===== src/assert_macros.svh =====
// ----------------------------------------------------------------------------
// assert_macros.svh
// Shared assertion macros for the mosaic block.
// ----------------------------------------------------------------------------
`ifndef ASSERT_MACROS_SVH
`define ASSERT_MACROS_SVH

// Check a property at every rising edge outside reset.
`define ASSERT_ALWAYS(label, clk, rst, prop, msg) \
   label: assert property (@(posedge clk) disable iff (rst) (prop)) else $error(msg);

// Check that a condition is followed by a result on the next edge.
`define ASSERT_NEXT(label, clk, rst, cond, res, msg) \
   label: assert property (@(posedge clk) disable iff (rst) (cond) |=> (res)) else $error(msg);

`endif


===== src/mbm_pkg.sv =====
// ----------------------------------------------------------------------------
// mbm_pkg
// Types and constants shared by the masked block mosaic modules.
// ----------------------------------------------------------------------------
package mbm_pkg;

   localparam int BLOCK_SIZE_DEF = 10;
   localparam int MAX_WIDTH_DEF  = 4096;
   localparam int ROW_LIMIT      = 4096;
   localparam int ROW_W          = 12;
   localparam int CFG_W          = 13;
   localparam int CSR_IDX_W      = 1;
   localparam int STORE_W        = 25;

   localparam logic [CFG_W-1:0]     WIDTH_RESET  = 13'd640;
   localparam logic [CFG_W-1:0]     HEIGHT_RESET = 13'd480;
   localparam logic [7:0]           MASK_FULL    = 8'd255;
   localparam logic [CSR_IDX_W-1:0] CSR_WIDTH    = 1'd0;
   localparam logic [CSR_IDX_W-1:0] CSR_HEIGHT   = 1'd1;

   typedef struct packed {
      logic [7:0] chan0;
      logic [7:0] chan1;
      logic [7:0] chan2;
      logic [7:0] mask_value;
   } pixel_in_type;

   typedef struct packed {
      logic [7:0] out_chan0;
      logic [7:0] out_chan1;
      logic [7:0] out_chan2;
      logic       was_replaced;
   } pixel_out_type;

   typedef struct packed {
      logic part;
      logic corner;
   } tile_ctl_type;

endpackage


===== src/mbm_out.sv =====
// ----------------------------------------------------------------------------
// mbm_out
// Lookup stage and output register: picks corner colour or pass-through.
// ----------------------------------------------------------------------------
module mbm_out (
   input  logic                         clock,
   input  logic                         reset,
   input  logic                         in_accept,
   input  mbm_pkg::pixel_in_type        in_word,
   input  mbm_pkg::tile_ctl_type        in_ctl,
   input  logic [mbm_pkg::STORE_W-1:0]  rd_data,
   input  logic                         rsp_stall,
   output logic                         in_stall,
   output logic                         rsp_valid,
   output mbm_pkg::pixel_out_type       rsp_word
);
   import mbm_pkg::*;

   logic          s1_valid_ff, s1_valid_in;
   pixel_in_type  s1_word_ff;
   tile_ctl_type  s1_ctl_ff;
   logic          out_valid_ff, out_valid_in;
   pixel_out_type out_word_ff, out_word_in;
   logic          s1_move;
   logic          use_store;

   always_comb begin
      s1_move      = s1_valid_ff && (!out_valid_ff || !rsp_stall);
      in_stall     = s1_valid_ff && !s1_move;
      s1_valid_in  = in_accept || (s1_valid_ff && !s1_move);
      out_valid_in = s1_move || (out_valid_ff && rsp_stall);

      use_store = s1_ctl_ff.part && !s1_ctl_ff.corner && rd_data[STORE_W-1];
      if (use_store) begin
         out_word_in.out_chan0 = rd_data[7:0];
         out_word_in.out_chan1 = rd_data[15:8];
         out_word_in.out_chan2 = rd_data[23:16];
      end else begin
         out_word_in.out_chan0 = s1_word_ff.chan0;
         out_word_in.out_chan1 = s1_word_ff.chan1;
         out_word_in.out_chan2 = s1_word_ff.chan2;
      end
      out_word_in.was_replaced = use_store ||
         (s1_ctl_ff.part && s1_ctl_ff.corner && (s1_word_ff.mask_value == MASK_FULL));
   end

   always_ff @(posedge clock) begin
      if (reset) begin
         s1_valid_ff  <= 1'b0;
         out_valid_ff <= 1'b0;
      end else begin
         s1_valid_ff  <= s1_valid_in;
         out_valid_ff <= out_valid_in;
      end
      if (in_accept) begin
         s1_word_ff <= in_word;
         s1_ctl_ff  <= in_ctl;
      end
      if (s1_move) begin
         out_word_ff <= out_word_in;
      end
   end

   assign rsp_valid = out_valid_ff;
   assign rsp_word  = out_word_ff;

endmodule

===== config.mk =====
export PLATFORM = sky130hd
export DESIGN_NAME = mbm_out
export DESIGN_NICKNAME = d
export VERILOG_FILES = /design/src/assert_macros.svh /design/src/mbm_pkg.sv /design/src/mbm_out.sv
export SDC_FILE = /design/constraint.sdc
export NUM_CORES = 1
export LEC_CHECK = 0
export BUFFER_PORTS_ARGS = -buffer_cell sky130_fd_sc_hd__buf_2
export CAP_MARGIN = 25
export CORE_AREA = 3 3 101 103
export DETAILED_ROUTE_END_ITERATION = 12
export DIE_AREA = 0 0 104 106
export HOLD_SLACK_MARGIN = 0.08
export MAX_ROUTING_LAYER = met4
export PLACE_DENSITY_LB_ADDON = 0.25
export SKIP_CTS_REPAIR_TIMING = 1
export SYNTH_ARGS = -nofsm -noshare
export SYNTH_HDL_FRONTEND = slang
export SYNTH_SLANG_ARGS = --single-unit

===== constraint.sdc =====
create_clock -name clock -period 3.46 [get_ports clock]
set_clock_uncertainty 0.15 [all_clocks]
set_input_delay 0.346 -clock clock [delete_from_list [all_inputs] [get_ports clock]]
set_output_delay 0.346 -clock clock [all_outputs]
set_load 0.01 [all_outputs]

-- After elaboration in Yosys (flattened, before gate mapping)
Index checks and enable logic that the tools add are counted.
- logic and storage cells: 29
- output and inout bits: 27
- register bits after elaboration: 61
- bits of input ports: 63
- reduce and logical (&&, ||, !) cells: 15
- eq/ne operators: 1
- mux-type cells: 1
- operators by type and width (cell ; count):
    $mux W24 ; 1
    $eq A8 B8 Y1 const B ; 1
    $logic_and A1 B1 Y1 ; 7
    $logic_not A1 Y1 ; 4
    $logic_or A1 B1 Y1 ; 4

-- Depth between registers and ports, before layout
Gate-level depths: netlist (run 1).
- depth in word-level cells: 6
- mapped depth: 3

-- Worst setup path before layout (run 1)
OpenSTA, ideal clock, no wires.
- path type: register to register
- start point: reg out_valid_ff (netlist: rsp_valid)
- end point: reg out_word_ff, in the netlist rsp_word[0] (enable)
- stages on the path, launching flop included: 2
- setup time: 0.446 ns
- period minus slack after synthesis: 2.840 ns
- path slack: 0.620 ns
- arrival time: 2.244 ns
- cells stage by stage: dfxtp_1 -> a21boi_0
- cells in the longest elaborated chain, start to end: 3
- RTL lines (item ; RTL line ; RTL):
    from (decl) ; mbm_out.sv:22 ; logic out_valid_ff, out_valid_in;
    from (signal assigned) ; mbm_out.sv:53 ; out_valid_ff <= out_valid_in;
    $logic_not A1 Y1 ; mbm_out.sv:28 ; s1_move = s1_valid_ff && (!out_valid_ff || !rsp_stall);
    $logic_or A1 B1 Y1 ; mbm_out.sv:28 ;
    $logic_and A1 B1 Y1 ; mbm_out.sv:28 ;
    net s1_move ; mbm_out.sv:24 ; logic s1_move;
    to (signal assigned) ; mbm_out.sv:60 ; out_word_ff <= out_word_in;
    to (decl) ; mbm_out.sv:23 ; pixel_out_type out_word_ff, out_word_in;
The timed path passes the listed nets, and every way through them passes these cells.
A chain may end at the register's enable or synchronous reset.

==> out/qor.txt, run 1 <==
Final period util = 50.33%
drt first pass iters = 2
hold path depth = 3
fin crit period = 1.741 ns
placed inst area = 2848 µm²
crit path DAT = 1.66 ns
RSZ-0062 raised after global routing = no
Internal = 1368 µW
final instance area = 3402 µm²
sequential share of power = 52.0%
first-pass GRT wire length = 6.624 mm
vias per cell = 3.773
GRT overflow = 0
Vias = 1381
share of layout cells above drive strength 1 = 54.01%
largest net degree at the start of global routing = 36
Cell variety after synth = 14
Non-Filler Instances = 366
leading area contributor after synthesis = edfxtp_1
clk slew on worst S/H paths = 0.07 ns
total track usage = 8.405%
final setup violating endpoints = 0
Max Cap Viol = 0
WS Path Type = reg -> reg
Clk Latency, worst-skew pair = 0.32 ns
Clock Path Buffers = 2
Core Area = 9284 µm²
Routed wire per std cell = 12.69 µm
H-Tree Depth = 3
Synth Instances = 98
cell count of the worst reg-to-reg path = 2
clk root buf = clkbuf_8
HPWL after DPL = 3.048 mm
ANT nets after route = 0
min-delay worst type = in -> reg
Antenna diodes = 0
Worst Path Buf+Inv = 0
critical path required time = 3.38 ns
io pins = 90
max-slew violations = 0
die height = 106 µm
vias in the first global route = 1277
crit-path max FO = 25
full die area = 11020 µm²
Worst setup EP type = flop
Final Core Density = 36.64%
Clock power frac = 38.5%
initial antenna violation count = 0
share of the synthesized area in the top cell type = 78.67%
CTS sink cnt = 61
Area growth, synth to finish = 51.06%
#FFs+latches synth = 61
Pleak = 0.001426 µW
Startpoint Class = flop
GP Congestion = 0.6958
register area share after synthesis = 80.44%
row count = 35
Syn Nets = 161
CTS tree = done
Total Routed Length = 4.645 mm
Syn Area/Cell = 22.98 µm²
DRT iter0 DRCs = 21
worst vdd ir = 176.9 µV
Sw Share = 19.71%
CTS Buf Count = 9
Initial Util = 24.26%
Die W = 104 µm
combinational power share = 9.5%
max frequency = 574.3 MHz
Slew @ Worst Pin = 0.7737 ns
critical path depth = 2
status = finished, final reports clean
placed cell count = 315
Synth area leaders = edfxtp_1 79%, mux2_4 13%, mux2_2 2.5%, dfxtp_1 1.8%, buf_6 1.0%
cell area after synthesis = 2252 µm²
Layout Nets = 295
DRC Markers = 0
largest stage delay on the critical path = 0.49 ns
CP max stage cell = nand3b_4
crit path cell chain = nand3b_4, mux2_4
Power Density = 501.0 nW/µm²
Buffers on Ports = 89
Final Hold Fails = 0
register-to-register setup slack = 1.72 ns
slew margin rel. = 48.42%
NetSw = 336.0 µW
Fill cells = 918
gate family responsible for the most delay along the worst path = simple AND/OR/NAND/NOR gates
YS warnings = 0
post-route setup TNS = 0 ns
## logic make-up after synthesis
family,after synthesis,synth area share (%)
AOI/OAI and AO/OA,4,1.167
muxes,24,15.17
and+or+nand+nor,7,2.222
buffers and inverters,2,0.9999
DFF,61,80.44
## power groups by stage
stage / registers (µW) / clock network (µW) / logic [µW]
3_3_place_gp: 901 / 0 / 135
4_1_cts: 886 / 687 / 135
6_report: 886 / 656 / 162
2_1_floorplan: 909 / 0 / 58.2
3_5_place_dp: 902 / 0 / 135
5_1_grt: 890 / 726 / 177
## cell type report
type / instances / area, µm² / area share [%]
multi-input combinational: 35 / 421.7 / 12.39
clock buffer: 9 / 123.9 / 3.641
sequential: 61 / 1812 / 53.25
clock inverter: 7 / 80.08 / 2.354
tap: 129 / 161.4 / 4.744
timing repair buffer: 125 / 803.3 / 23.61
## sequential cells by signal, summed over array words and instances (netlist names)
signal and cells:
rsp_valid 1, rsp_word 25, s1_ctl_ff 2, s1_valid_ff 1
s1_word_ff 32
## through the flow
step                      hold WS [ns]  total power [µW]  setup slack (ns)
after floorplan                 0.2684             967.5            0.6203
after global placement          0.3358              1035             1.708
after detailed placement        0.3610              1037             1.681
after CTS                     0.004302              1708             1.665
after global routing            0.1304              1793             1.628
final                           0.1625              1704             1.719
## tightest hold or removal path, delay by kind of cell
family / cells / cell delay [ns]
buffers and inverters: 1 / 0.11
AOI/OAI and AO/OA: 1 / 0.07
and+or+nand+nor: 1 / 0.07
## layout by cell type (no fill, tap or decap), types with 2 or more instances in the layout
| cell type | count |
|---|---|
| mux2_2 | 5 |
| nand4_1 | 2 |
| bufinv_16 | 2 |
| clkinv_1 | 4 |
| dfxtp_1 | 2 |
| clkbuf_8 | 9 |
| buf_2 | 89 |
| edfxtp_1 | 59 |
| nor2_1 | 2 |
| mux2_4 | 19 |
| dlygate4sd3_1 | 35 |
## worst paths after layout
| path | from | to |
|---|---|---|
| setup / recovery | s1_ctl_ff[0] | rsp_word[14] |
| hold / removal | rsp_stall | rsp_valid |
| setup reg to reg | s1_ctl_ff[0] | rsp_word[14] |
| hold reg to reg | s1_valid_ff | rsp_valid |
## cells in the mapped netlist
| master | instances |
|---|---|
| nand2_1 | 1 |
| mux2_4 | 19 |
| buf_6 | 2 |
| a31oi_1 | 1 |
| mux2_2 | 5 |
| and3_1 | 1 |
| o31ai_1 | 1 |
| nor2_1 | 2 |
| a21boi_0 | 1 |
| nand4_1 | 2 |
| dfxtp_1 | 2 |
| edfxtp_1 | 59 |
| a21oi_1 | 1 |
| nand3b_4 | 1 |
## layer usage
layer  vias up  part of all wire [%]  wire, µm  track usage, %
met5         -                     0         0               -
met4         0                   2.2       103           5.983
met3         8                   5.6       259           2.611
met2        60                    51      2382           12.86
met1       652                    41      1899           9.363
li1        661                     -         -               -
Note: power is estimated with default switching activity, not from simulation.
==> run 2: changes to the inputs <==
==> constraint.sdc (replaced) <==
create_clock -name clock -period 1.62 [get_ports clock]
set_clock_uncertainty 0.15 [all_clocks]
set_input_delay 0.162 -clock clock [delete_from_list [all_inputs] [get_ports clock]]
set_output_delay 0.162 -clock clock [all_outputs]
set_load 0.01 [all_outputs]
==> run 2 against run 1 <==
Combinational power rose to 2.6 times the previous value. Sequential share of layout area down 4.7 points. Non-clock buffer count grew 29. Die area is the same. Total power is 120% higher. Global-route usage rose by 0.16 points. Via count increased by 5.0%. Largest power group unchanged.
==> out/qor.txt, run 2 (synthesis results as in run 1) <==
status = finished, final reports clean
CTS sink cnt = 61
Worst Path Buf+Inv = 3
max frequency = 658.3 MHz
GRT overflow = 0
H-Tree Depth = 3
drt first pass iters = 4
Clk Latency, worst-skew pair = 0.33 ns
clk root buf = clkbuf_8
Final period util = 93.77%
post-route setup TNS = 0 ns
Routed wire per std cell = 12.36 µm
HPWL after DPL = 3.241 mm
max reg flops = 32
fin crit period = 1.519 ns
Multi-input gate area = 429.2 µm²
Core Area = 9284 µm²
Final Core Density = 40.19%
clk slew on worst S/H paths = 0.07 ns
row count = 35
Total Routed Length = 4.881 mm
largest stage delay on the critical path = 0.55 ns
Slew @ Worst Pin = 0.2095 ns
Vias = 1450
total track usage = 8.568%
most frequent cells in the layout = 89 x buf_2, 61 x dlygate4sd3_1, 59 x edfxtp_1, 19 x mux2_4, 9 x clkbuf_8
Buffers on Ports = 89
Pleak = 0.001568 µW
Startpoint Class = input pin
Internal = 2986 µW
crit path DAT = 1.58 ns
RSZ-0062 raised after global routing = no
Fill cells = 912
Top reg by flops = s1_word_ff
Reg area = 1812 µm²
commonest non-fill, non-tap cell in the layout = buf_2
Power Density = 993.4 nW/µm²
DRT iter0 DRCs = 45
io pins = 90
full die area = 11020 µm²
first-pass GRT wire length = 6.755 mm
vias in the first global route = 1312
crit-path max FO = 4
Layout Nets = 324
Crit path top cell by count = dlygate4sd3_1
Worst setup EP type = flop
Die W = 104 µm
ANT nets after route = 0
largest net degree at the start of global routing = 36
critical path required time = 1.68 ns
final setup violating endpoints = 0
vias per cell = 3.671
share of layout cells above drive strength 1 = 49.62%
Antenna diodes = 0
CP max stage cell = dlygate4sd3_1
die height = 106 µm
WS Path Type = in -> reg
Max Cap Viol = 0
combinational power share = 11.2%
Sw Share = 19.43%
Area growth, synth to finish = 65.67%
Clock Path Buffers = 2
worst vdd ir = 354.3 µV
NetSw = 720.3 µW
Clock power frac = 37.7%
gate family responsible for the most delay along the worst path = buffers and inverters
Initial Util = 24.26%
initial antenna violation count = 0
max-slew violations = 0
Final Hold Fails = 0
crit path cell chain = dlygate4sd3_1, buf_2, a31oi_1, nor2_1, dlygate4sd3_1
DRC Markers = 0
slew margin rel. = 86.02%
CTS Buf Count = 9
sequential share of power = 51.0%
GP Congestion = 0.7247
min-delay worst type = in -> reg
CTS tree = done
run 2: cell count changes in the layout (fill, tap and decap cells not counted), sizes merged:
cell	change
buf	+3
dlygate4sd3	+26
clkinv	-1
clkbuf	+1
run 2: routing by layer:
metal  wire length, µm  track usage [%]
met2              2661            13.97
met5                 0                -
met3               270            3.643
met1              1894            8.871
met4                55            4.463
run 2: cell type report:
class                           count  share of cell area, %
Clock buffer                       10                  3.421
Clock inverter                      6                  2.079
Multi-Input combinational cell     35                  11.50
Sequential cell                    61                  48.56
Tap cell                          129                  4.326
Timing Repair Buffer              154                  30.11
run 2: final timing paths:
path	end	depth (start not counted)	slack [ns]	from
worst max-delay path	s1_valid_ff	5	0.10	rsp_stall
worst min-delay path	s1_word_ff[25]	2	0.17	in_accept
worst max register to register	rsp_word[4]	3	0.15	s1_ctl_ff[1]
worst min register to register	rsp_valid	2	0.38	s1_valid_ff
run 2: power groups by stage:
| stage | sequential [µW] | combinational [µW] | clock [µW] |
|---|---|---|---|
| 5_1_grt | 1900 | 454 | 1530 |
| 4_1_cts | 1890 | 309 | 1470 |
| 3_5_place_dp | 1930 | 308 | 0 |
| 6_report | 1890 | 416 | 1400 |
| 2_1_floorplan | 1940 | 126 | 0 |
| 3_3_place_gp | 1920 | 306 | 0 |
run 2: per-stage QoR:
| step | cell area, µm² | hold slack [ns] | cells | power, µW | worst slack, ns |
|---|---|---|---|---|---|
| 2_1_floorplan | 2263 | 0.08438 | 98 | 2068 | 0.1851 |
| 4_1_cts | 3120 | -0.1771 | 334 | 3667 | 0.1372 |
| 3_3_place_gp | 2915 | 0.1899 | 318 | 2230 | 0.1771 |
| 5_1_grt | 3731 | 0.1476 | 395 | 3888 | 0.09335 |
| 6_report | 3731 | 0.1658 | 395 | 3707 | 0.1008 |
| 3_5_place_dp | 2915 | 0.1902 | 318 | 2236 | 0.1431 |
