--- config.mk ---
export PLATFORM = sky130hd
export DESIGN_NAME = mbm_pos
export DESIGN_NICKNAME = d
export VERILOG_FILES = /design/src/mbm_pkg.sv /design/src/mbm_pos.sv
export VERILOG_INCLUDE_DIRS = /design/src /design/src/src
export SDC_FILE = /design/constraint.sdc
export NUM_CORES = 1
export LEC_CHECK = 0
export BUFFER_PORTS_ARGS = -buffer_cell sky130_fd_sc_hd__buf_4
export CAP_MARGIN = 20
export CORE_MARGIN = 5
export CORE_UTILIZATION = 50
export CTS_CLUSTER_DIAMETER = 30
export DETAILED_ROUTE_END_ITERATION = 7
export PLACE_DENSITY_LB_ADDON = 0.25
export SLEW_MARGIN = 20
export SYNTH_ARGS = -nofsm -noshare
export SYNTH_HDL_FRONTEND = slang
export SYNTH_SLANG_ARGS = --single-unit
--- constraint.sdc ---
create_clock -name clock -period 4.2 [get_ports clock]
set_input_delay 0 -clock clock [delete_from_list [all_inputs] [get_ports clock]]
set_output_delay 0 -clock clock [all_outputs]
set_load 0.005 [all_outputs]
--- src/assert_macros.svh ---
// ----------------------------------------------------------------------------
// assert_macros.svh
// Shared assertion macros for the mosaic block.
// ----------------------------------------------------------------------------
`ifndef ASSERT_MACROS_SVH
`define ASSERT_MACROS_SVH

// Check a property at every rising edge outside reset.
`define ASSERT_ALWAYS(label, clk, rst, prop, msg) \
   label: assert property (@(posedge clk) disable iff (rst) (prop)) else $error(msg);

// Check that a condition is followed by a result on the next edge.
`define ASSERT_NEXT(label, clk, rst, cond, res, msg) \
   label: assert property (@(posedge clk) disable iff (rst) (cond) |=> (res)) else $error(msg);

`endif

--- src/mbm_pkg.sv ---
// ----------------------------------------------------------------------------
// mbm_pkg
// Types and constants shared by the masked block mosaic modules.
// ----------------------------------------------------------------------------
package mbm_pkg;

   localparam int BLOCK_SIZE_DEF = 10;
   localparam int MAX_WIDTH_DEF  = 4096;
   localparam int ROW_LIMIT      = 4096;
   localparam int ROW_W          = 12;
   localparam int CFG_W          = 13;
   localparam int CSR_IDX_W      = 1;
   localparam int STORE_W        = 25;

   localparam logic [CFG_W-1:0]     WIDTH_RESET  = 13'd640;
   localparam logic [CFG_W-1:0]     HEIGHT_RESET = 13'd480;
   localparam logic [7:0]           MASK_FULL    = 8'd255;
   localparam logic [CSR_IDX_W-1:0] CSR_WIDTH    = 1'd0;
   localparam logic [CSR_IDX_W-1:0] CSR_HEIGHT   = 1'd1;

   typedef struct packed {
      logic [7:0] chan0;
      logic [7:0] chan1;
      logic [7:0] chan2;
      logic [7:0] mask_value;
   } pixel_in_type;

   typedef struct packed {
      logic [7:0] out_chan0;
      logic [7:0] out_chan1;
      logic [7:0] out_chan2;
      logic       was_replaced;
   } pixel_out_type;

   typedef struct packed {
      logic part;
      logic corner;
   } tile_ctl_type;

endpackage

--- src/mbm_pos.sv ---
// ----------------------------------------------------------------------------
// mbm_pos
// Raster position and tile origin counters; flags tile membership and corner.
// ----------------------------------------------------------------------------
`include "assert_macros.svh"

module mbm_pos #(
   parameter int BLOCK_SIZE = mbm_pkg::BLOCK_SIZE_DEF,
   parameter int MAX_WIDTH  = mbm_pkg::MAX_WIDTH_DEF,
   parameter int TILE_DEPTH = (MAX_WIDTH + BLOCK_SIZE - 1) / BLOCK_SIZE,
   parameter int IDX_W      = (TILE_DEPTH > 1) ? $clog2(TILE_DEPTH) : 1
) (
   input  logic                       clock,
   input  logic                       reset,
   input  logic                       advance,
   input  logic [mbm_pkg::CFG_W-1:0]  img_width,
   input  logic [mbm_pkg::CFG_W-1:0]  img_height,
   output mbm_pkg::tile_ctl_type      ctl,
   output logic [IDX_W-1:0]           tile_index
);
   import mbm_pkg::*;

   localparam int POS_W = $clog2(MAX_WIDTH);
   localparam int PH_W  = $clog2(BLOCK_SIZE);
   localparam int EW    = CFG_W + 2;

   logic [POS_W-1:0] col_ff, col_in;
   logic [ROW_W-1:0] row_ff, row_in;
   logic [PH_W-1:0]  col_ph_ff, col_ph_in;
   logic [PH_W-1:0]  row_ph_ff, row_ph_in;
   logic [IDX_W-1:0] tile_idx_ff, tile_idx_in;
   logic [POS_W-1:0] tile_col_ff, tile_col_in;
   logic [ROW_W-1:0] tile_row_ff, tile_row_in;

   logic [EW-1:0] eff_w, eff_h;
   logic          col_wrap, row_wrap;

   always_comb begin
      eff_w = (EW'(img_width) > EW'(MAX_WIDTH)) ? EW'(MAX_WIDTH) : EW'(img_width);
      eff_h = (EW'(img_height) > EW'(ROW_LIMIT)) ? EW'(ROW_LIMIT) : EW'(img_height);
      col_wrap = (EW'(col_ff) + EW'(1)) >= eff_w;
      row_wrap = (EW'(row_ff) + EW'(1)) >= eff_h;
      ctl.part = ((EW'(tile_col_ff) + EW'(BLOCK_SIZE)) < eff_w) &&
                 ((EW'(tile_row_ff) + EW'(BLOCK_SIZE)) < eff_h);
      ctl.corner = (col_ph_ff == '0) && (row_ph_ff == '0);
      tile_index = tile_idx_ff;
   end

   always_comb begin
      col_in      = col_ff;
      row_in      = row_ff;
      col_ph_in   = col_ph_ff;
      row_ph_in   = row_ph_ff;
      tile_idx_in = tile_idx_ff;
      tile_col_in = tile_col_ff;
      tile_row_in = tile_row_ff;
      if (advance) begin
         if (col_wrap) begin
            col_in      = '0;
            col_ph_in   = '0;
            tile_col_in = '0;
            tile_idx_in = '0;
            if (row_wrap) begin
               row_in      = '0;
               row_ph_in   = '0;
               tile_row_in = '0;
            end else begin
               row_in = row_ff + ROW_W'(1);
               if ((PH_W+1)'(row_ph_ff) + (PH_W+1)'(1) == (PH_W+1)'(BLOCK_SIZE)) begin
                  row_ph_in   = '0;
                  tile_row_in = row_ff + ROW_W'(1);
               end else begin
                  row_ph_in = row_ph_ff + PH_W'(1);
               end
            end
         end else begin
            col_in = col_ff + POS_W'(1);
            if ((PH_W+1)'(col_ph_ff) + (PH_W+1)'(1) == (PH_W+1)'(BLOCK_SIZE)) begin
               col_ph_in   = '0;
               tile_col_in = col_ff + POS_W'(1);
               tile_idx_in = tile_idx_ff + IDX_W'(1);
            end else begin
               col_ph_in = col_ph_ff + PH_W'(1);
            end
         end
      end
   end

   always_ff @(posedge clock) begin
      if (reset) begin
         col_ff      <= '0;
         row_ff      <= '0;
         col_ph_ff   <= '0;
         row_ph_ff   <= '0;
         tile_idx_ff <= '0;
         tile_col_ff <= '0;
         tile_row_ff <= '0;
      end else begin
         col_ff      <= col_in;
         row_ff      <= row_in;
         col_ph_ff   <= col_ph_in;
         row_ph_ff   <= row_ph_in;
         tile_idx_ff <= tile_idx_in;
         tile_col_ff <= tile_col_in;
         tile_row_ff <= tile_row_in;
      end
   end

   `ASSERT_ALWAYS(a_idx_range, clock, reset, (32'(tile_idx_ff) < TILE_DEPTH), "tile index beyond store")
   `ASSERT_ALWAYS(a_phase_range, clock, reset, ((32'(col_ph_ff) < BLOCK_SIZE) && (32'(row_ph_ff) < BLOCK_SIZE)), "tile phase out of range")
   `ASSERT_NEXT(a_row_wrap, clock, reset, (advance && col_wrap), ((col_ff == '0) && (tile_idx_ff == '0) && (tile_col_ff == '0)), "line end did not clear column state")

endmodule

# Word level (Yosys, flattened, before mapping)
# Cells that the tools add are included.
# op_classes
order_cmp	6
reduce_logical	9
n_eq_ne	2
mux	14
add_sub_neg	11
# ops
cell	count
2-to-1 mux 12 bit	6
adder 12 x 1 -> 13 bit (second input constant)	2
adder 12 x 4 -> 13 bit (second input constant)	2
greater-or-equal comparator 13 bit	2
> comparator 13 bit (second input constant)	2
< comparator 13 bit	2
2-to-1 mux 13 bit	2
adder 12 x 1 -> 12 bit (second input constant)	2
2-to-1 mux 9 bit	2
2-to-1 mux 4 bit	4
adder 4 x 1 -> 5 bit (second input constant)	2
== test 5 x 4 -> 1 bit (second input constant)	2
adder 9 x 1 -> 9 bit (second input constant)	1
adder 4 x 1 -> 4 bit (second input constant)	2
logical NOT 4 bit	2
AND reduction 2 bit	2
nonzero test 2 bit	2
AND reduction 3 bit	1
logical AND 1 bit	2
# word_totals
elab_cells	49
ff_bits	65
out_inout_bits	11

# Depth between registers and ports, before layout
# Gate-level depths: netlist (run 1).
# depth
word_depth	5
depth_mapped	15
depth_no_buf	13

# Worst setup path before layout (run 1)
# Ideal clock, no wire load.
# synth_path
path_type	flip-flop to flip-flop
startpoint	register row_ff[0]
endpoint	register tile_row_ff[3]
t_arrival_ns	3.065
path_buffers	1
t_required_ns	4.112
path_slack_ns	1.046
period_less_slack_ns	3.154
path_stages_with_launch	15
cell_sequence	dfxtp_1 > ha_1 > nand3_1 > nor2_1 > nand4_1 > xor2_1 > inv_1 > ha_1 > and2_1 > a221oi_1 > o21ai_1 > a21oi_1 > or4b_4 > buf_6 > o32ai_2
# synth_between
elab_chain_len	4
word_cells_on_any_way	7
cone_classes	add/sub: 2; order compare: 1; mux: 2; reduce/logical: 2
# synth_rtl
element	line_no	rtl
start: declaration	mbm_pos.sv:28	logic [ROW_W-1:0] row_ff, row_in;
start signal: assignment	mbm_pos.sv:100	row_ff <= row_in;
adder 12 x 1 -> 13 bit	mbm_pos.sv:42	row_wrap = (EW'(row_ff) + EW'(1)) >= eff_h;
greater-or-equal comparator 13 bit	mbm_pos.sv:42	
nonzero test 2 bit (no line)	--	
AND reduction 3 bit (no line)	--	
end signal: assignment	mbm_pos.sv:105	tile_row_ff <= tile_row_in;
end: declaration	mbm_pos.sv:33	logic [ROW_W-1:0] tile_row_ff, tile_row_in;
# Several ways; a longest one is shown, not always the timed one. The select of a mux whose other input is x is not followed.
# A chain may end at the register's enable or synchronous reset.

# Final worst setup path (run 1)
# layout_path
startpoint	register row_ff[0]
endpoint	register tile_row_ff[6]
# The elaborated chain is that of the path after synthesis.

==> summary.md, run 1 <==
| Metric | Value |
|---|---|
| Via density per instance | 5.915 |
| Buf/Inv on CP | 1 |
| Clock network power share | 0.446 |
| Core area | 9240 um^2 |
| Routed wire length | 11.63 mm |
| Setup Skew | 0.009699 ns |
| Ys async rst share | 0 |
| Hold slack | 0.05451 ns |
| Max stage delay on crit path | 0.59 ns |
| Launching point of the worst reg2reg path | row_ff[0]$_SDFFE_PP0P_ |
| Post-layout util | 0.5825 |
| # setup viols final | 0 |
| Fmax | 280.2 MHz |
| CP max FO | 11 |
| RSZ-0062 raised after global routing | false |
| Root Buffer | clkbuf_8 |
| Comb pwr share | 0.105 |
| PwrDens | 258.8 nW/um^2 |
| Pin count of the biggest net entering global routing | 58 |
| Switch share | 0.2398 |
| Met2 usage in global routing | 0.3333 |
| Worst Path Required | 4.46 ns |
| Routed vias | 4389 |
| Area of the multi-input gates | 3209 um^2 |
| Most frequent CP cell | ha_1 |
| Post-route setup slack | 0.6306 ns |
| Final hold vios | 0 |
| Largest area contributor in the netlist | dfxtp_1 |
| Fillers | 827 |
| Tot GR Track Use | 0.2080 |
| Synth Area in Compound Gates | 0.2032 |
| CTS Buffer Depth | 2 |
| Sequential cell area | 1301 um^2 |
| First-pass DRT Iterations | 4 |
| Kind of critical path | flop to flop |
| Crit path DAT | 3.83 ns |
| Post-synth EDFFs | 0 |
| Ranking of synthesized cells by area | dfxtp_1 (27%), ha_1 (16%), nand2_1 (6.8%), xnor2_1 (4.4%), a21oi_1 (3.6%) |
| Final max-slew violation count | 0 |
| Port Buffers | 39 |
| Post-Syn Instances | 578 |
| Initial antenna violation count | 0 |
| Setup WS pre-CTS | 0.6492 ns |
| Minimum clock period | 3.569 ns |
| Routability cong. | 0.8875 |
| Crit. End Element | flop |
| Clk pin slew, worst setup/hold paths | 0.08 ns |
| Largest family of logic cells by synthesized area | simple AND/OR/NAND/NOR gates |
| Most Used Layer, Global Route | met2 |
| CTS tree | built |
| Netlist Area Pre-Place | 4741 um^2 |
| Status | completed |
| Residual DRC | 0 |
| Warnings from Yosys | 0 |
| P_sw | 0.3341 mW |
| Layout cells sized above 1 | 0.1175 |
| Nets@finish | 699 |
| Post-Syn Nets | 668 |
| Setup Fix Bufs, Post-CTS | 0 |
| Post-synth top area share | 0.2745 |
| Post-DRT Antenna Nets | 0 |
| Reg power frac | 0.449 |
| Worst Setup SP | row_ff[0]$_SDFFE_PP0P_ |
| Seq/Total Area, Yosys | 0.2745 |
| Grt ovf | 0 |
| Met3 Use GR | 0.02400 |
| CP Cell Sequence | ha_1 > nand3_1 > nor2_1 > nand4_1 > xor2_1 > inv_1 > ha_1 > and2_1 > a221oi_1 > o21ai_1 > a21oi_1 > or4b_4 > o32ai_1 |
| Syn Area/Cell | 8.202 um^2 |
| Vias in the first global route | 4097 |
| Hold_sp | advance |
| Die area | 11530 um^2 |
| Post-Synth Simple-Gate Area | 0.2388 |
| Max-slew headroom | 0.5810 |
| Area grow syn2layout | 13.54% |
| Critical Path Start Type | flop |
| Pwr Total | 1.393 mW |
| Global-route wire length before repair | 19.49 mm |
| Initial core utilization | 0.5131 |
| DP HPWL | 8.650 mm |
| TritonCTS Buffers | 9 |
| Ports | 40 |
| Post-CTS sizing | 0 |
| Clock Latency Late Sink | 0.35 ns |
| M1 GR Usage | 0.2915 |
| Seq cells post-synth | 65 |
| Cell class contributing the biggest share of worst-path delay | simple AND/OR/NAND/NOR gates |
| Setup TNS | 0 ns |
| ANT cells | 0 |
| R2r setup slk | 0.63 ns |
| Post-synth cell types | 58 |
| Max_cap viols | 0 |
| Row count | 35 |
| Drt wl/cell | 15.67 um |
| Initial DRC count | 333 |
| Sink Count | 65 |
| Die Y | 107.4 um |
| Static leakage | 2.227 nW |
| XOR/XNOR Fraction of Synth Area | 0.07390 |
| Period utilization | 0.8499 |
| Hold-fix buffers, CTS | 0 |
| Adder-Cell Fraction of Synth Area | 0.1610 |
| Worst vdd rail ir drop | 230.2 uV |
| Die Wd | 107.4 um |
| Most used DFF post-synth | dfxtp_1 |
| Multiplexer share of the synthesized area | 0 |
| Slowest cell on the critical path | or4b_4 |
| Slew @ Worst Pin | 0.6279 ns |
| Pint | 1.059 mW |
| Hold Path Class | input pin to flop |
| H-tree depth | 3 |
area by class of cell:
class / instances / area share
Tap cell: 129 / 0.02999
Multi-Input combinational cell: 456 / 0.5962
Clock buffer: 13 / 0.03138
Inverter: 31 / 0.02162
Clock inverter: 2 / 0.01116
Timing Repair Buffer: 46 / 0.06788
Sequential cell: 65 / 0.2417
cell families (layout without fill, tap and decap cells):
logic type,Yosys count,in the layout
xor gates and xnor gates,40,40
DFF,65,65
adders and majority gates,61,61
AOI/OAI and AO/OA,132,132
buffers and inverters,57,92
and+or+nand+nor,223,223
power groups by stage:
stage / registers, mW / clock network (mW) / logic [mW]
finish: 0.625 / 0.621 / 0.147
global route: 0.625 / 0.654 / 0.163
CTS: 0.625 / 0.630 / 0.147
detailed placement: 0.639 / 0 / 0.146
global placement: 0.639 / 0 / 0.138
floorplan: 0.638 / 0 / 0.0907
per-layer routing:
metal,vias to the layer above,routed length (um)
met5,-,0
met4,0,158
met3,15,486
met2,93,5400
met1,2093,5582
li1,2188,-
per-stage QoR:
stage | cell area [um^2] | instances
finish | 5383 | 742
CTS | 5383 | 742
floorplan | 4741 | 578
global route | 5383 | 742
detailed placement | 5154 | 727
global placement | 5126 | 726
sequential cells by signal (all words and copies together) (netlist names):
| name | count |
|---|---|
| row_ph_ff | 4 |
| tile_index | 9 |
| tile_row_ff | 12 |
| tile_col_ff | 12 |
| row_ff | 12 |
| col_ff | 12 |
| col_ph_ff | 4 |
worst paths after layout:
kind / depth (start not counted) / endpoint
max: 13 / tile_row_ff[6]$_SDFFE_PP0P_
min: 3 / col_ff[7]$_SDFFE_PP0P_
max reg2reg: 13 / tile_row_ff[6]$_SDFFE_PP0P_
min reg2reg: 1 / tile_col_ff[0]$_SDFFE_PP0P_
Yosys cell counts (all sizes together), types with 2 or more instances:
master and instances:
a211oi 3, a21o 13, a21oi 34, a221oi 2, a22o 12, a31oi 4, a32oi 3, and2 5
and3 8, and4 4, buf 9, clkbuf 17, dfxtp 65, ha 61, inv 31, nand2 88
nand2b 3, nand3 31, nand4 23, nand4b 3, nor2 25, nor2b 4, nor3 8, nor3b 4
nor4 6, nor4bb 2, o2111ai 2, o21a 2, o21ai 19, o22ai 3, o311a 2, o311ai 2
o31ai 4, o32ai 20, o41ai 2, or3 2, xnor2 24, xor2 16
worst min-delay path, delay by kind of cell:
family / cells / cell delay (ns)
buffers and inverters: 1 / 0.20
and+or+nand+nor: 1 / 0.09
AOI/OAI and AO/OA: 1 / 0.06
cell usage in the layout, fill, tap and decap left out, types with 8 or more instances in the layout:
cell / instances
a22o_1: 12
nor2_1: 25
o32ai_1: 16
nor3_1: 8
nand4_1: 23
a21o_1: 13
clkbuf_8: 12
o21ai_1: 11
o21ai_0: 8
a21oi_1: 34
inv_1: 29
nand2_1: 86
xnor2_1: 24
xor2_1: 16
buf_4: 45
nand3_1: 31
dfxtp_1: 65
and3_1: 8
ha_1: 61
Note: power is estimated with default switching activity, not from simulation.
==> run 2, diff against run 1 <==
Clock period 4.2 ns to 3 ns, I/O delays scaled along.
==> run 2 against run 1 <==
The flow now finishes with violations (setup timing); fmax up 18%; critical path depth decreased by 1; clock skew up 0.00074 ns; global-route usage up 1.5 points; sequential power increased by 40%; power is 40% higher; die area unchanged; combinational power rose by 56%; clock-buffer cell count stayed put; setup slack worse by 0.66 ns; non-clock buffer count increased by 50; largest power group unchanged.
==> summary.md, run 2 (same netlist as run 1, synthesis figures left out) <==
| Metric | Value |
|---|---|
| FF-to-FF path depth | 12 (was 13) |
| Crit path DAT | 3.28 ns (was 3.83 ns) |
| Period utilization | 1.010 (was 0.8499) |
| Tot GR Track Use | 0.2233 (was 0.2080) |
| Critical Path Start Type | flop (unchanged) |
| Crit. End Element | flop (unchanged) |
| H-tree depth | 3 (unchanged) |
| Fillers | 765 (was 827) |
| Static leakage | 2.497 nW (was 2.227 nW) |
| Launching point of the worst reg2reg path | col_ff[8]$_SDFFE_PP0P_ (was row_ff[0]$_SDFFE_PP0P_) |
| Layout cells sized above 1 | 0.2436 (was 0.1175) |
| TritonCTS Buffers | 9 (unchanged) |
| Failing checks | setup timing |
| Most frequent cells in the layout | buf_4 (92), nand2_1 (84), ha_1 (58) (was nand2_1 (86), dfxtp_1 (65), ha_1 (61)) |
| Drt wl/cell | 16.85 um (was 15.67 um) |
| P_sw | 0.4937 mW (was 0.3341 mW) |
| DP HPWL | 9.390 mm (was 8.650 mm) |
| Routability cong. | 0.8743 (was 0.8875) |
| Max_cap viols | 0 (unchanged) |
| Hold slack | 0.07027 ns (was 0.05451 ns) |
| RSZ-0062 raised after global routing | true (was false) |
| Switch share | 0.2539 (was 0.2398) |
| Worst vdd rail ir drop | 263.2 uV (was 230.2 uV) |
| Initial core utilization | 0.5131 (unchanged) |
| Worst Path Required | 3.25 ns (was 4.46 ns) |
| Via density per instance | 5.994 (was 5.915) |
| Hold Path Class | input pin to flop (unchanged) |
| Nets@finish | 750 (was 699) |
| Final hold vios | 0 (unchanged) |
| Clock Latency Late Sink | 0.34 ns (was 0.35 ns) |
| Sink Count | 65 (unchanged) |
| Pin count of the biggest net entering global routing | 58 (unchanged) |
| PwrDens | 326.5 nW/um^2 (was 258.8 nW/um^2) |
| Root Buffer | clkbuf_8 (unchanged) |
| Post-route setup slack | -0.02925 ns (was 0.6306 ns) |
| Reg power frac | 0.449 (about the same) |
| Initial antenna violation count | 0 (unchanged) |
| Post-DRT Antenna Nets | 0 (unchanged) |
| Row count | 35 (unchanged) |
| Area grow syn2layout | 25.63% (was 13.54%) |
| Post-DP Area | 5431 um^2 (was 5154 um^2) |
| First-pass DRT Iterations | 5 (was 4) |
| Grt ovf | 0 (unchanged) |
| ANT cells | 0 (unchanged) |
| Global-route wire length before repair | 21.25 mm (was 19.49 mm) |
| Vias in the first global route | 4470 (was 4097) |
| Final max-slew violation count | 0 (unchanged) |
| Routed vias | 4759 (was 4389) |
| R2r setup slk | -0.03 ns (was 0.63 ns) |
| Dpl cells | 760 (was 727) |
| CTS Buffer Depth | 2 (unchanged) |
| Clock network power share | 0.433 (was 0.446) |
| Setup Skew | 0.01043 ns (was 0.009699 ns) |
| Pint | 1.451 mW (was 1.059 mW) |
| Hold_sp | advance (unchanged) |
| Comb pwr share | 0.118 (was 0.105) |
| Initial DRC count | 318 (was 333) |
| Die Y | 107.4 um (unchanged) |
| Routed wire length | 13.38 mm (was 11.63 mm) |
| Die area | 11530 um^2 (unchanged) |
| Finished Layout Cells | 794 (was 742) |
| Worst hold stages | 3 (unchanged) |
| Clk pin slew, worst setup/hold paths | 0.07 ns (was 0.08 ns) |
| Fmax | 330.1 MHz (was 280.2 MHz) |
| # setup viols final | 4 (was 0) |
| Die Wd | 107.4 um (unchanged) |
| Port Buffers | 39 (unchanged) |
| Minimum clock period | 3.029 ns (was 3.569 ns) |
| R2r endpoint | tile_row_ff[11]$_SDFFE_PP0P_ (was tile_row_ff[6]$_SDFFE_PP0P_) |
| Status | complete, but fails checks (was completed) |
| CTS tree | built (unchanged) |
| Max-slew headroom | 0.4456 (was 0.5810) |
| Kind of critical path | flop to flop (unchanged) |
| Ports | 40 (unchanged) |
| Setup WS pre-CTS | -0.1080 ns (was 0.6492 ns) |
| Commonest non-fill, non-tap cell in the layout | buf_4 (was nand2_1) |
| Residual DRC | 0 (unchanged) |
| WHS Endpoint | col_ff[4]$_SDFFE_PP0P_ (was col_ff[7]$_SDFFE_PP0P_) |
| Pwr Total | 1.944 mW (was 1.393 mW) |
| CP max FO | 5 (was 11) |
| Slew @ Worst Pin | 0.8260 ns (was 0.6279 ns) |
| Design Area, Final | 5956 um^2 (was 5383 um^2) |
| Core area | 9240 um^2 (unchanged) |
==> run 2: per-layer routing <==
metal / GRT usage / routed length [um] / up-vias
met3: 0.03119 / 687 / 17
met2: 0.3735 / 6478 / 134
met4: 0.05861 / 149 / 0
met1: 0.3016 / 6063 / 2317
li1: - / - / 2291
met5: 0 / 0 / -
==> run 2: area by class of cell <==
| cell class | count | area [um^2] | share of cell area |
|---|---|---|---|
| multi-input cells | 457 | 3407 | 0.5721 |
| clock buffers | 13 | 148.9 | 0.02500 |
| inverters | 31 | 116.4 | 0.01954 |
| flip-flops and latches | 65 | 1319 | 0.2214 |
| repair buffers | 96 | 738.2 | 0.1239 |
| well taps | 129 | 161.4 | 0.02710 |
| clock inverters | 3 | 65.06 | 0.01092 |
==> run 2: critical path, stage by stage, from the launching register on <==
cell	delay [ns]
dfxtp_1	0.49
and3_4	0.27
nand3_4	0.08
xor2_2	0.20
inv_1	0.08
ha_1	0.29
nand2_2	0.09
nor4_4	0.30
buf_4	0.17
a221oi_4	0.08
buf_4	0.16
or4b_4	0.58
o32ai_1	0.14
==> run 2: worst max path at each step <==
| stage | cells past startpoint | endpoint | from | slack [ns] |
|---|---|---|---|---|
| 3_5_place_dp | 13 | tile_row_ff[6]$_SDFFE_PP0P_ | row_ff[1]$_SDFFE_PP0P_ | -0.11 |
| 5_1_grt | 12 | tile_row_ff[11]$_SDFFE_PP0P_ | col_ff[8]$_SDFFE_PP0P_ | -0.12 |
| 6_report | 12 | tile_row_ff[11]$_SDFFE_PP0P_ | col_ff[8]$_SDFFE_PP0P_ | -0.03 |
| 3_3_place_gp | 13 | tile_row_ff[6]$_SDFFE_PP0P_ | row_ff[0]$_SDFFE_PP0P_ | 0.04 |
| 2_1_floorplan | 14 | tile_row_ff[3]$_SDFFE_PP0P_ | row_ff[1]$_SDFFE_PP0P_ | 0.02 |
| 4_1_cts | 12 | tile_row_ff[8]$_SDFFE_PP0P_ | row_ff[2]$_SDFFE_PP0P_ | 0.03 |
==> run 2: power by group through the flow <==
stage	combinational, mW	clock [mW]	sequential, mW
2_1_floorplan	0.127	0	0.892
3_3_place_gp	0.201	0	0.893
3_5_place_dp	0.207	0	0.893
4_1_cts	0.212	0.839	0.872
5_1_grt	0.250	0.876	0.874
6_report	0.229	0.843	0.873
==> run 2: per-stage QoR <==
step | TNS (ns) | util
after global placement | 0 | 0.5878
after global routing | -1.160 | 0.6446
after floorplan | 0 | -
after CTS | 0 | 0.6203
final | -0.09604 | 0.6446
after detailed placement | -0.4695 | 0.5878
==> run 2: timing repair <==
item	in CTS	in global routing
setup buffers	5	12
endpoints found under the setup margin	16	63
cloned	1	1
pin swaps	4	11
gates resized for setup	7	36
hold buffers	0	0
==> run 3, diff against run 2 <==
Settings changed: CORE_UTILIZATION 50 to 45.
==> run 3 against run 2 <==
The run still ends with setup timing left; design area fell by 0.80%; first-iteration DRC count decreased by 6.0%; non-clock buffer count down 4; clock-buffer cell count shrank 2; clock power shrank 14%; global-route usage shrank 2.1 points; utilization fell by 7.2 points; via count is 2.6% lower; die area increased by 10%; worst hold slack lost 0.016 ns; register-to-register slack worse by 0.02 ns; clock skew is essentially flat.
==> summary.md, run 3 (same netlist as run 1, synthesis figures left out) <==
| Metric | Value |
|---|---|
| Worst Setup SP | col_ff[7]$_SDFFE_PP0P_ (was col_ff[8]$_SDFFE_PP0P_) |
| Dpl cells | 766 (was 760) |
| Kind of critical path | flop to flop (unchanged) |
| Routed wire length | 13.29 mm (was 13.38 mm) |
| Die Wd | 112.6 um (was 107.4 um) |
| Die area | 12690 um^2 (was 11530 um^2) |
| Max_cap viols | 0 (unchanged) |
| Finished Layout Cells | 797 (was 794) |
| # setup viols final | 1 (was 4) |
| Most frequent cells in the layout | buf_4 (91), nand2_1 (85), ha_1 (57) (was buf_4 (92), nand2_1 (84), ha_1 (58)) |
| Initial antenna violation count | 0 (unchanged) |
| Clock Latency Late Sink | 0.36 ns (was 0.34 ns) |
| Minimum clock period | 3.053 ns (was 3.029 ns) |
| Post-route setup slack | -0.05318 ns (was -0.02925 ns) |
| CTS tree | built (unchanged) |
| Clk pin slew, worst setup/hold paths | 0.07 ns (about the same) |
| Vias in the first global route | 4341 (was 4470) |
| Worst Path Required | 3.26 ns (was 3.25 ns) |
| Drt wl/cell | 16.68 um (was 16.85 um) |
| TritonCTS Buffers | 9 (unchanged) |
| Crit. End Element | flop (unchanged) |
| Row count | 37 (was 35) |
| Post-DRT Antenna Nets | 0 (unchanged) |
| Commonest non-fill, non-tap cell in the layout | buf_4 (unchanged) |
| H-tree depth | 3 (unchanged) |
| Post-DP Area | 5420 um^2 (was 5431 um^2) |
| Routability cong. | 0.8868 (was 0.8743) |
| DP HPWL | 9.354 mm (was 9.390 mm) |
| Final hold vios | 0 (unchanged) |
| Die Y | 112.6 um (was 107.4 um) |
| Area grow syn2layout | 24.62% (was 25.63%) |
| Slew @ Worst Pin | 0.7607 ns (was 0.8260 ns) |
| Grt ovf | 0 (unchanged) |
| Worst hold stages | 3 (unchanged) |
| Crit path DAT | 3.31 ns (was 3.28 ns) |
| CP max FO | 8 (was 5) |
| Setup Skew | 0.01025 ns (was 0.01043 ns) |
| Port Buffers | 39 (unchanged) |
| Critical Path Start Type | flop (unchanged) |
| Hold_sp | advance (unchanged) |
| R2r setup slk | -0.05 ns (was -0.03 ns) |
| Core area | 10320 um^2 (was 9240 um^2) |
| Fmax | 327.5 MHz (was 330.1 MHz) |
| Max-slew headroom | 0.4923 (was 0.4456) |
| CTS Buffer Depth | 2 (unchanged) |
| Tot GR Track Use | 0.2020 (was 0.2233) |
| Setup WS pre-CTS | -0.1115 ns (was -0.1080 ns) |
| Period utilization | 1.018 (was 1.010) |
| Layout cells sized above 1 | 0.2375 (was 0.2436) |
| Root Buffer | clkbuf_8 (unchanged) |
| Ports | 40 (unchanged) |
| Global-route wire length before repair | 21.14 mm (was 21.25 mm) |
| Status | complete, but fails checks (unchanged) |
| Routed vias | 4633 (was 4759) |
| Met2 usage in global routing | 0.3227 (was 0.3735) |
| Nets@finish | 746 (was 750) |
| Hold Path Class | input pin to flop (unchanged) |
| Design Area, Final | 5908 um^2 (was 5956 um^2) |
| Pin count of the biggest net entering global routing | 57 (was 58) |
| Hold-fix buffers, CTS | 0 (unchanged) |
| Via density per instance | 5.813 (was 5.994) |
| FF-to-FF path depth | 11 (was 12) |
| Failing checks | setup timing (unchanged) |
| Final max-slew violation count | 0 (unchanged) |
| Initial DRC count | 299 (was 318) |
| Static leakage | 2.463 nW (was 2.497 nW) |
| M1 GR Usage | 0.2781 (was 0.3016) |
| Residual DRC | 0 (unchanged) |
| Most Used Layer, Global Route | met2 (unchanged) |
| PwrDens | 308.1 nW/um^2 (was 326.5 nW/um^2) |
| ANT cells | 0 (unchanged) |
| First-pass DRT Iterations | 5 (unchanged) |
| Launching point of the worst reg2reg path | col_ff[7]$_SDFFE_PP0P_ (was col_ff[8]$_SDFFE_PP0P_) |
| Sink Count | 65 (unchanged) |
| RSZ-0062 raised after global routing | true (unchanged) |
| Worst vdd rail ir drop | 158.5 uV (was 263.2 uV) |
| Setup crit end | tile_row_ff[6]$_SDFFE_PP0P_ (was tile_row_ff[11]$_SDFFE_PP0P_) |
| R2r endpoint | tile_row_ff[6]$_SDFFE_PP0P_ (was tile_row_ff[11]$_SDFFE_PP0P_) |
| Initial core utilization | 0.4592 (was 0.5131) |
| Met3 Use GR | 0.02372 (was 0.03119) |
run 3: cell types whose count changed in the layout (fill, tap and decap cells not counted), moves of 2 or more:
cell / change
bufinv_16: -2
clkbuf_1: -3
clkinv_2: +3
ha_4: +2
run 3: routing by layer:
layer	vias to the layer above	wire length [um]
li1	2300	-
met1	2191	6200
met2	122	6183
met3	20	620
met4	0	287
met5	-	0
run 3: area by class of cell:
class / instances / area, um^2
Clock buffer: 11 / 162.7
Fill cell: 935 / 4415
Multi-Input combinational cell: 457 / 3420
Tap cell: 136 / 170.2
Sequential cell: 65 / 1318
Clock inverter: 5 / 27.53
Timing Repair Buffer: 92 / 694.4
Inverter: 31 / 116.4
run 3: critical path: stages (launching register included):
cell and delay, ns:
dfxtp_2 0.36, and3_4 0.20, and3_4 0.20, nand3_4 0.08
xor2_2 0.24, inv_2 0.08, ha_4 0.27, nand2_4 0.06
nor4_4 0.35, a221oi_4 0.16, or4b_4 0.65, o32ai_4 0.30
run 3: repair_timing:
action / CTS / global route
cloned: 1 / 0
buffers inserted: 4 / 10
resized for setup: 7 / 31
pin swaps: 3 / 18
setup endpoints to repair: 14 / 50
run 3: where the power goes:
| group | internal [mW] | total (mW) | switching, mW |
|---|---|---|---|
| logic | 0.0884 | 0.222 | 0.133 |
| registers | 0.866 | 0.873 | 0.00637 |
| clock network | 0.367 | 0.726 | 0.359 |
run 3: how the worst min path moves through the flow:
stage | slack [ns] | end
after detailed placement | 0.43 | col_ff[1]$_SDFFE_PP0P_
final | 0.05 | col_ff[7]$_SDFFE_PP0P_
after CTS | 0.04 | col_ph_ff[1]$_SDFFE_PP0P_
after global placement | 0.41 | col_ff[1]$_SDFFE_PP0P_
after floorplan | 0.24 | col_ff[10]$_SDFFE_PP0P_
after global routing | 0.05 | col_ph_ff[1]$_SDFFE_PP0P_
run 3: metrics by stage:
| stage | power, mW | hold WS [ns] | util | TNS, ns |
|---|---|---|---|---|
| 3_3_place_gp | 1.094 | 0.4141 | 0.5250 | 0 |
| 2_1_floorplan | 1.020 | 0.2446 | - | 0 |
| 3_5_place_dp | 1.101 | 0.4300 | 0.5250 | -0.3768 |
| 6_report | 1.820 | 0.05395 | 0.5723 | -0.05318 |
| 4_1_cts | 1.824 | 0.04305 | 0.5511 | -0.007786 |
| 5_1_grt | 1.894 | 0.05457 | 0.5723 | -2.052 |
